File: config.mk
export PLATFORM = sky130hd
export DESIGN_NAME = glcc_stepper
export DESIGN_NICKNAME = d
export VERILOG_FILES = /design/src/glcc_pkg.sv /design/src/glcc_stepper.sv
export SDC_FILE = /design/constraint.sdc
export NUM_CORES = 1
export LEC_CHECK = 0
export BUFFER_PORTS_ARGS = -buffer_cell sky130_fd_sc_hd__buf_2
export CORE_ASPECT_RATIO = 0.8
export CORE_MARGIN = 1.5
export CORE_UTILIZATION = 38
export CTS_CLUSTER_DIAMETER = 30
export DETAILED_ROUTE_END_ITERATION = 6
export PLACE_DENSITY_LB_ADDON = 0.1
export SLEW_MARGIN = 30
export SYNTH_ARGS = -nofsm -noshare
export SYNTH_HDL_FRONTEND = slang
export SYNTH_SLANG_ARGS = --single-unit
File: constraint.sdc
create_clock -name clk -period 6.3 [get_ports clk]
set_input_delay 0.63 -clock clk [delete_from_list [all_inputs] [get_ports clk]]
set_output_delay 0.63 -clock clk [all_outputs]
set_load 0.03 [all_outputs]
File: src/glcc_pkg.sv
// Shared types and constants for the grid line collision checker.
// Holds defaults, field widths, register indexes, reset values, action and result codes, FSM state and stepper structs.
// No dependencies.
`default_nettype none

package glcc_pkg;

    // Parameter defaults
    localparam int MAX_SIDE_DEF   = 256;
    localparam int COORD_BITS_DEF = 11;

    // Fixed field widths
    localparam int CELL_INDEX_W = 16;
    localparam int CELL_W       = 8;
    localparam int CFG_IDX_W    = 2;
    localparam int CFG_DATA_W   = 9;
    localparam int SIZE_W       = 9;

    // Configuration register indexes
    localparam logic [CFG_IDX_W-1:0] REG_GRID_WIDTH  = 2'd0;
    localparam logic [CFG_IDX_W-1:0] REG_GRID_HEIGHT = 2'd1;
    localparam logic [CFG_IDX_W-1:0] REG_OCC_THRESH  = 2'd2;

    // Register reset values
    localparam logic [SIZE_W-1:0]        GRID_SIZE_RESET = 9'd256;
    localparam logic signed [CELL_W-1:0] THRESH_RESET    = 8'sd50;

    // Action codes
    localparam logic ACT_WRITE = 1'b0;
    localparam logic ACT_CHECK = 1'b1;

    // Result codes
    typedef enum logic [1:0] {
        OUT_CLEAR      = 2'd0,
        OUT_OFF_GRID   = 2'd1,
        OUT_OCCUPIED   = 2'd2,
        OUT_WRITE_DONE = 2'd3
    } outcome_t;

    // Sequencer state
    typedef enum logic [0:0] {
        ST_IDLE = 1'b0,
        ST_WALK = 1'b1
    } state_t;

    // Controls into the line stepper
    typedef struct packed {
        logic load;
        logic advance;
    } step_ctl_t;

    // Status back from the line stepper
    typedef struct packed {
        logic in_grid;
        logic at_end;
    } step_sts_t;

endpackage

`default_nettype wire

File: src/glcc_stepper.sv
// Bresenham line stepper: holds the walk position and error term, steps one
// cell per advance, reports bounds and forms the cell address. Uses glcc_pkg.
`default_nettype none

module glcc_stepper #(
    parameter int COORD_BITS = glcc_pkg::COORD_BITS_DEF,
    parameter int SIDE_W     = 9,
    parameter int ADDR_W     = 16
) (
    input  wire logic                          clk,
    input  wire glcc_pkg::step_ctl_t           ctl,
    input  wire logic signed [COORD_BITS-1:0]  start_col,
    input  wire logic signed [COORD_BITS-1:0]  start_row,
    input  wire logic signed [COORD_BITS-1:0]  end_col,
    input  wire logic signed [COORD_BITS-1:0]  end_row,
    input  wire logic [SIDE_W-1:0]             grid_w,
    input  wire logic [SIDE_W-1:0]             grid_h,
    output glcc_pkg::step_sts_t                sts,
    output logic [ADDR_W-1:0]                  addr
);

    localparam int ERR_W = COORD_BITS + 3;
    localparam int SB    = ADDR_W / 2;
    localparam int CMP_W = ((COORD_BITS > SIDE_W) ? COORD_BITS : SIDE_W) + 1;

    logic signed [COORD_BITS-1:0] x_reg, x_next;
    logic signed [COORD_BITS-1:0] y_reg, y_next;
    logic signed [COORD_BITS-1:0] x1_reg, y1_reg;
    logic signed [ERR_W-1:0]      dx_reg, dx_next;
    logic signed [ERR_W-1:0]      dy_reg, dy_next;
    logic signed [ERR_W-1:0]      err_reg, err_next;
    logic                         sx_reg, sy_reg;

    logic signed [ERR_W-1:0]      diff_x, diff_y;
    logic signed [ERR_W:0]        e2;
    logic                         step_x, step_y;
    logic signed [CMP_W-1:0]      x_ext, y_ext, w_ext, h_ext;

    // Set-up of deltas from the segment ends
    always_comb
    begin
        diff_x  = ERR_W'(end_col) - ERR_W'(start_col);
        diff_y  = ERR_W'(end_row) - ERR_W'(start_row);
        dx_next = (diff_x < 0) ? -diff_x : diff_x;
        dy_next = (diff_y < 0) ? diff_y : -diff_y;
    end

    // One Bresenham step
    always_comb
    begin
        e2       = $signed({err_reg, 1'b0});
        step_x   = e2 >= (ERR_W+1)'(dy_reg);
        step_y   = e2 <= (ERR_W+1)'(dx_reg);
        err_next = err_reg + (step_x ? dy_reg : ERR_W'(0)) + (step_y ? dx_reg : ERR_W'(0));
        x_next   = x_reg;
        y_next   = y_reg;
        if (step_x)
        begin
            x_next = sx_reg ? x_reg + COORD_BITS'(1) : x_reg - COORD_BITS'(1);
        end
        if (step_y)
        begin
            y_next = sy_reg ? y_reg + COORD_BITS'(1) : y_reg - COORD_BITS'(1);
        end
    end

    // Walk registers
    always_ff @(posedge clk)
    begin
        if (ctl.load)
        begin
            x_reg   <= start_col;
            y_reg   <= start_row;
            x1_reg  <= end_col;
            y1_reg  <= end_row;
            dx_reg  <= dx_next;
            dy_reg  <= dy_next;
            err_reg <= dx_next + dy_next;
            sx_reg  <= start_col < end_col;
            sy_reg  <= start_row < end_row;
        end
        else if (ctl.advance)
        begin
            x_reg   <= x_next;
            y_reg   <= y_next;
            err_reg <= err_next;
        end
    end

    // Bounds, end detect and row-major address
    always_comb
    begin
        x_ext = CMP_W'(x_reg);
        y_ext = CMP_W'(y_reg);
        w_ext = $signed(CMP_W'(grid_w));
        h_ext = $signed(CMP_W'(grid_h));
        sts.in_grid = (x_ext >= 0) && (x_ext < w_ext) && (y_ext >= 0) && (y_ext < h_ext);
        sts.at_end  = (x_reg == x1_reg) && (y_reg == y1_reg);
        addr = ADDR_W'(y_ext[SB-1:0]) * ADDR_W'(grid_w) + ADDR_W'(x_ext[SB-1:0]);
    end

endmodule

`default_nettype wire

Word-level counts from Yosys, hierarchy flattened
Cells that the tools add are included.
- bits in registers: 88
- latch bits: 0
- RAM bits: 0
- bits in read-only memories: 0
- input bits: 65
- logic and storage cells: 57
- memories kept: 0
- $add $sub $neg: 12
- $mul: 1
- div/mod/pow operators: 0
- order comparisons: 10
- eq/ne operators: 2
- shift-type cells: 0
- multiplexer cells: 14
- bitwise logic cells: 0
- reduce and logical (&&, ||, !) cells: 9
- operators by type and width (cell ; number):
    11-bit 2-to-1 mux ; 8
    14-bit 2-to-1 mux ; 6
    14-bit adder ; 3
    12-bit negator with 14-bit output ; 2
    12-bit by 1-bit < comparator with 1-bit output (second input constant) ; 2
    11-bit by 11-bit subtractor with 12-bit output ; 2
    11-bit by 2-bit adder with 11-bit output (second input constant) ; 2
    11-bit equality test ; 2
    11-bit by 1-bit greater-or-equal comparator with 1-bit output (second input constant) ; 2
    11-bit by 10-bit < comparator with 1-bit output ; 2
    11-bit < comparator ; 2
    11-bit by 2-bit subtractor with 11-bit output (second input constant) ; 2
    16-bit by 8-bit adder with 16-bit output ; 1
    8-bit by 9-bit multiplier with 16-bit output ; 1
    15-bit by 14-bit greater-or-equal comparator with 1-bit output ; 1
    15-bit by 14-bit less-or-equal comparator with 1-bit output ; 1
    2-bit nonzero test ; 3
    1-bit logical AND ; 4
    2-bit AND reduction ; 2

Depth between registers and ports, before layout
- depth after elaboration: 6
- mapped depth: 20

Worst setup path before layout
OpenSTA, ideal clock, no wires.
- kind: input port to output port
- start: input grid_w[5]
- end: output addr[15]
- arrival time: 4.854 ns
- data required time: 5.670 ns
- slack: 0.816 ns
- cell stages on the path: 17
- cell sequence: clkbuf_1 nand2_1 fa_1 inv_1 fa_1 inv_1 fa_1 fa_1 inv_1 ha_1 o21ai_0 nand2b_1 a21o_1 a31o_2 a41oi_1 a21oi_1 xnor2_1
- cells in the longest elaborated chain, start to end: 2
- ends and longest elaborated chain (item ; line ; source):
    start, declared ; glcc_stepper.sv:16 ; input wire logic [SIDE_W-1:0] grid_w,
    8-bit by 9-bit multiplier with 16-bit output ; glcc_stepper.sv:99 ; addr = ADDR_W'(y_ext[SB-1:0]) * ADDR_W'(grid_w) + ADDR_W'(x_ext[SB-1:0]);
    16-bit by 8-bit adder with 16-bit output ; glcc_stepper.sv:99 ;
    end, declared ; glcc_stepper.sv:19 ; output logic [ADDR_W-1:0] addr
No other way between the ends.

Worst setup path after layout
- start: register y_reg[1]
- end: output addr[12]
- cells in the longest elaborated chain, start to end: 2
- ends and longest elaborated chain (item ; line ; source):
    start, declared ; glcc_stepper.sv:27 ; logic signed [COORD_BITS-1:0] y_reg, y_next;
    start signal, assigned ; glcc_stepper.sv:73 ; y_reg <= start_row;
    start signal, assigned ; glcc_stepper.sv:85 ; y_reg <= y_next;
    8-bit by 9-bit multiplier with 16-bit output ; glcc_stepper.sv:99 ;
    16-bit by 8-bit adder with 16-bit output ; glcc_stepper.sv:99 ;
No other way between the ends.

==> metrics.yaml <==
status:
  result_of_the_run: "complete, no violations"
final_layout:
  layout.cells.most_common_list: "inv_1 (167), ha_1 (149), nand2_1 (98)"
  n_antenna_cell: 0
  synthToLayoutAreaGrowth_pct: 10.2
  final_nets: 1529
  layout.filler_cells: 2787
  layout-drive-gt1-share_pct: 9.74
  commonest_non_fill_non_tap_cell_in_the_layout: "inv_1"
  final_cell_count_no_fill: 1616
floorplan:
  fp-row-count: 54
  dieArea_mm2: 0.0293
  initial_core_util_pct: 39.0
  placeableCoreArea_mm2: 0.0276
  io_pins: 83
  die_width_um: 191
  die_height_um: 153
cts:
  cts_inserted_buffers: 9
  clkSlewWorstSetupHoldPaths_ps: 70
  cts_setup_buffers: 0
  cts_tree: "built"
  postCtsHoldBufs: 0
  cts.root.buffer_cell: "clkbuf_16"
  clock_path_buffers: 2
  cts_num_sinks: 88
  cts_htree_levels: 3
  source_to_sink_clock_delay_at_the_later_pin_of_the_worst_skew_pair_ps: 360
  postCtsResizedCells: 0
setup_path:
  cp_data_required_time_ps: 5670
  worst-endpoint-arrival_ps: 5220
  worstPathMaxFanout: 13
  worstSetupStartpointType: "flop"
  max_stage_delay_cell_worst_path: "edfxtp_1"
  worstSetupEndpointType: "primary output"
  worstPathCellList: "nand2_1 > fa_1 > fa_1 > inv_1 > ha_1 > inv_1 > fa_1 > inv_1 > ha_1 > a21o_1 > a21oi_1 > nor2b_1 > o211ai_1 > nand2_1 > a41oi_1 > nor2b_1 > xnor2_1 > buf_2"
  cpLargestDelayFamily: "adder cells"
  worst_r2r_path_depth: 17
  slowest_delay_ps: 760
  worst-setup-path-type: "flop to primary output"
  setup.reg_to_reg.worst_slack_ps: 870
  worstReg2RegEnd: "err_reg[13]$_DFFE_PP_"
  crit_buf_inv: 4
  rr_startpoint: "err_reg[9]$_DFFE_PP_"
timing:
  report.final.hold_viol_count: 0
  final-setup-viol-count: 0
  fin_tns_setup_ps: 0
  maxSlewViolCount: 0
  layout_setup_ws_ps: 451
  setup_repair_after_global_routing_missed_its_margin: "no"
  final_min_period_over_clock_period_pct: 92.8
  fin_crit_ps: 5850
  fin_skew_ps: 10.3
  max_slew.worst_pin.slew_ps: 811
  worst_slew_margin_rel_pct: 45.9
  maxClockFrequency_mhz: 171
yosys:
  synth.distinct_cells: 62
  yosys_top_cell_by_area: "edfxtp_1"
  syn-instance-count: 1175
  async_flop_share_pct: 0
  synth-edff-count: 88
  synth.area.top_cells: "edfxtp_1 (25%), ha_1 (17%), fa_1 (13%)"
  synth-warning-count: 0
  synthesis.area_mm2: 0.0108
  synthFlopType: "edfxtp_1"
  synth.yosys.seq_area_share_pct: 24.6
  post_synth.cell_area_avg_um2: 9.15
  yosys.area.top_type_share_pct: 24.6
  synth.ff_latch_count: 88
global_route:
  grt_pass1_wl_um: 45000
  grt_usage_pct: 19.9
  first_global_vias: 8207
  largest_net_degree_at_the_start_of_global_routing: 67
  grt_overflow: 0
  grt_antenna_before_repair: 0
route:
  drt_iter0_drc: 569
  drt_pass1_iterations: 5
  route.antenna.remaining_nets: 0
  vias_per_cell: 5.15
  detail_route.drc_violations: 0
  final_routed_wire_length_divided_by_cell_count_um: 17.1
  final_wl_um: 27600
  detailroute.via_count: 8324
place:
  place.port_buffers: 82
  pre_cts_slack_ps: 771
  gp_routability_congestion: 0.820
  place.detailed.instances: 1600
  dp_hpwl_um: 22700
worst_hold_path:
  hold_start: "end_row[8]"
  hold_crit_depth: 1
  min_path_type: "primary input to flop"
  hold-path-endpoint: "y1_reg[8]$_DFFE_PP_"
job:
  maxCapViolations: 0
==> kinds of logic (layout without fill, tap and decap cells) <==
family | count (synthesis) | count (layout) | share of synthesized area, %
buffers and inverters | 199 | 274 | 7.03
muxes | 8 | 8 | 0.779
xor gates and xnor gates | 109 | 109 | 8.88
DFF | 88 | 88 | 24.6
and+or+nand+nor | 328 | 328 | 14.9
other | 1 | 3 | 0.0349
AOI/OAI and AO/OA | 225 | 225 | 13.8
adders and majority gates | 217 | 217 | 30.0
==> metal layers <==
| metal | GRT usage [%] | vias to the layer above | wire length [um] |
|---|---|---|---|
| li1 | - | 4186 | - |
| met1 | 33.5 | 3954 | 15500 |
| met2 | 26.3 | 174 | 10400 |
| met3 | 2.92 | 10 | 1460 |
| met4 | 3.09 | 0 | 182 |
| met5 | 0 | - | 0 |
==> cell type report <==
class,instances,area [um^2],share of cell area [%]
Timing Repair Buffer,91,480,4.05
Clock buffer,9,225,1.90
Clock inverter,7,55.1,0.465
Multi-Input combinational cell,890,7370,62.2
Sequential cell,88,2640,22.3
Inverter,167,627,5.29
Tap cell,364,455,3.84
==> cell usage after synthesis, types with 3 or more instances <==
master	count
fa_1	68
a21o_1	26
a2111oi_0	3
mux2_2	3
or3_1	4
nand4_1	10
o31a_1	3
o21bai_1	8
o41ai_1	7
a31oi_1	8
or4_1	3
o21ai_0	58
and2_1	41
a211oi_1	11
xor2_1	52
nor3_1	40
nor2_1	68
mux2i_1	5
clkbuf_1	29
o31ai_1	7
xnor2_1	57
or2_2	3
nor3b_1	3
nor4_1	8
o21a_1	13
nor2b_1	16
nand3_1	8
a21oi_1	50
nand2_1	98
nand2b_1	10
and3_1	7
edfxtp_1	88
o211ai_1	7
inv_1	167
a211o_1	4
ha_1	149
==> worst max-delay path by stage <==
stage	startpoint	endpoint	slack, ps	cells past startpoint
2_1_floorplan	grid_w[5]	addr[15]	820	17
3_3_place_gp	grid_w[5]	addr[15]	800	18
3_5_place_dp	grid_w[5]	addr[15]	770	18
4_1_cts	y_reg[1]$_DFFE_PP_	addr[15]	420	17
5_1_grt	y_reg[1]$_DFFE_PP_	addr[15]	30	18
6_report	y_reg[1]$_DFFE_PP_	addr[12]	450	18
==> per-stage QoR <==
step                      util [%]  hold slack (ps)  cell area, um^2
final                         43.0              461            11900
after global routing          43.0              453            11900
after CTS                     43.0              450            11900
after detailed placement      42.0              804            11600
after global placement        42.0              784            11600
after floorplan                  -              706            10800
Power is left out: the tool's default activity adds up to more than one toggle a clock period on the data nets, which glitch-free logic cannot reach.
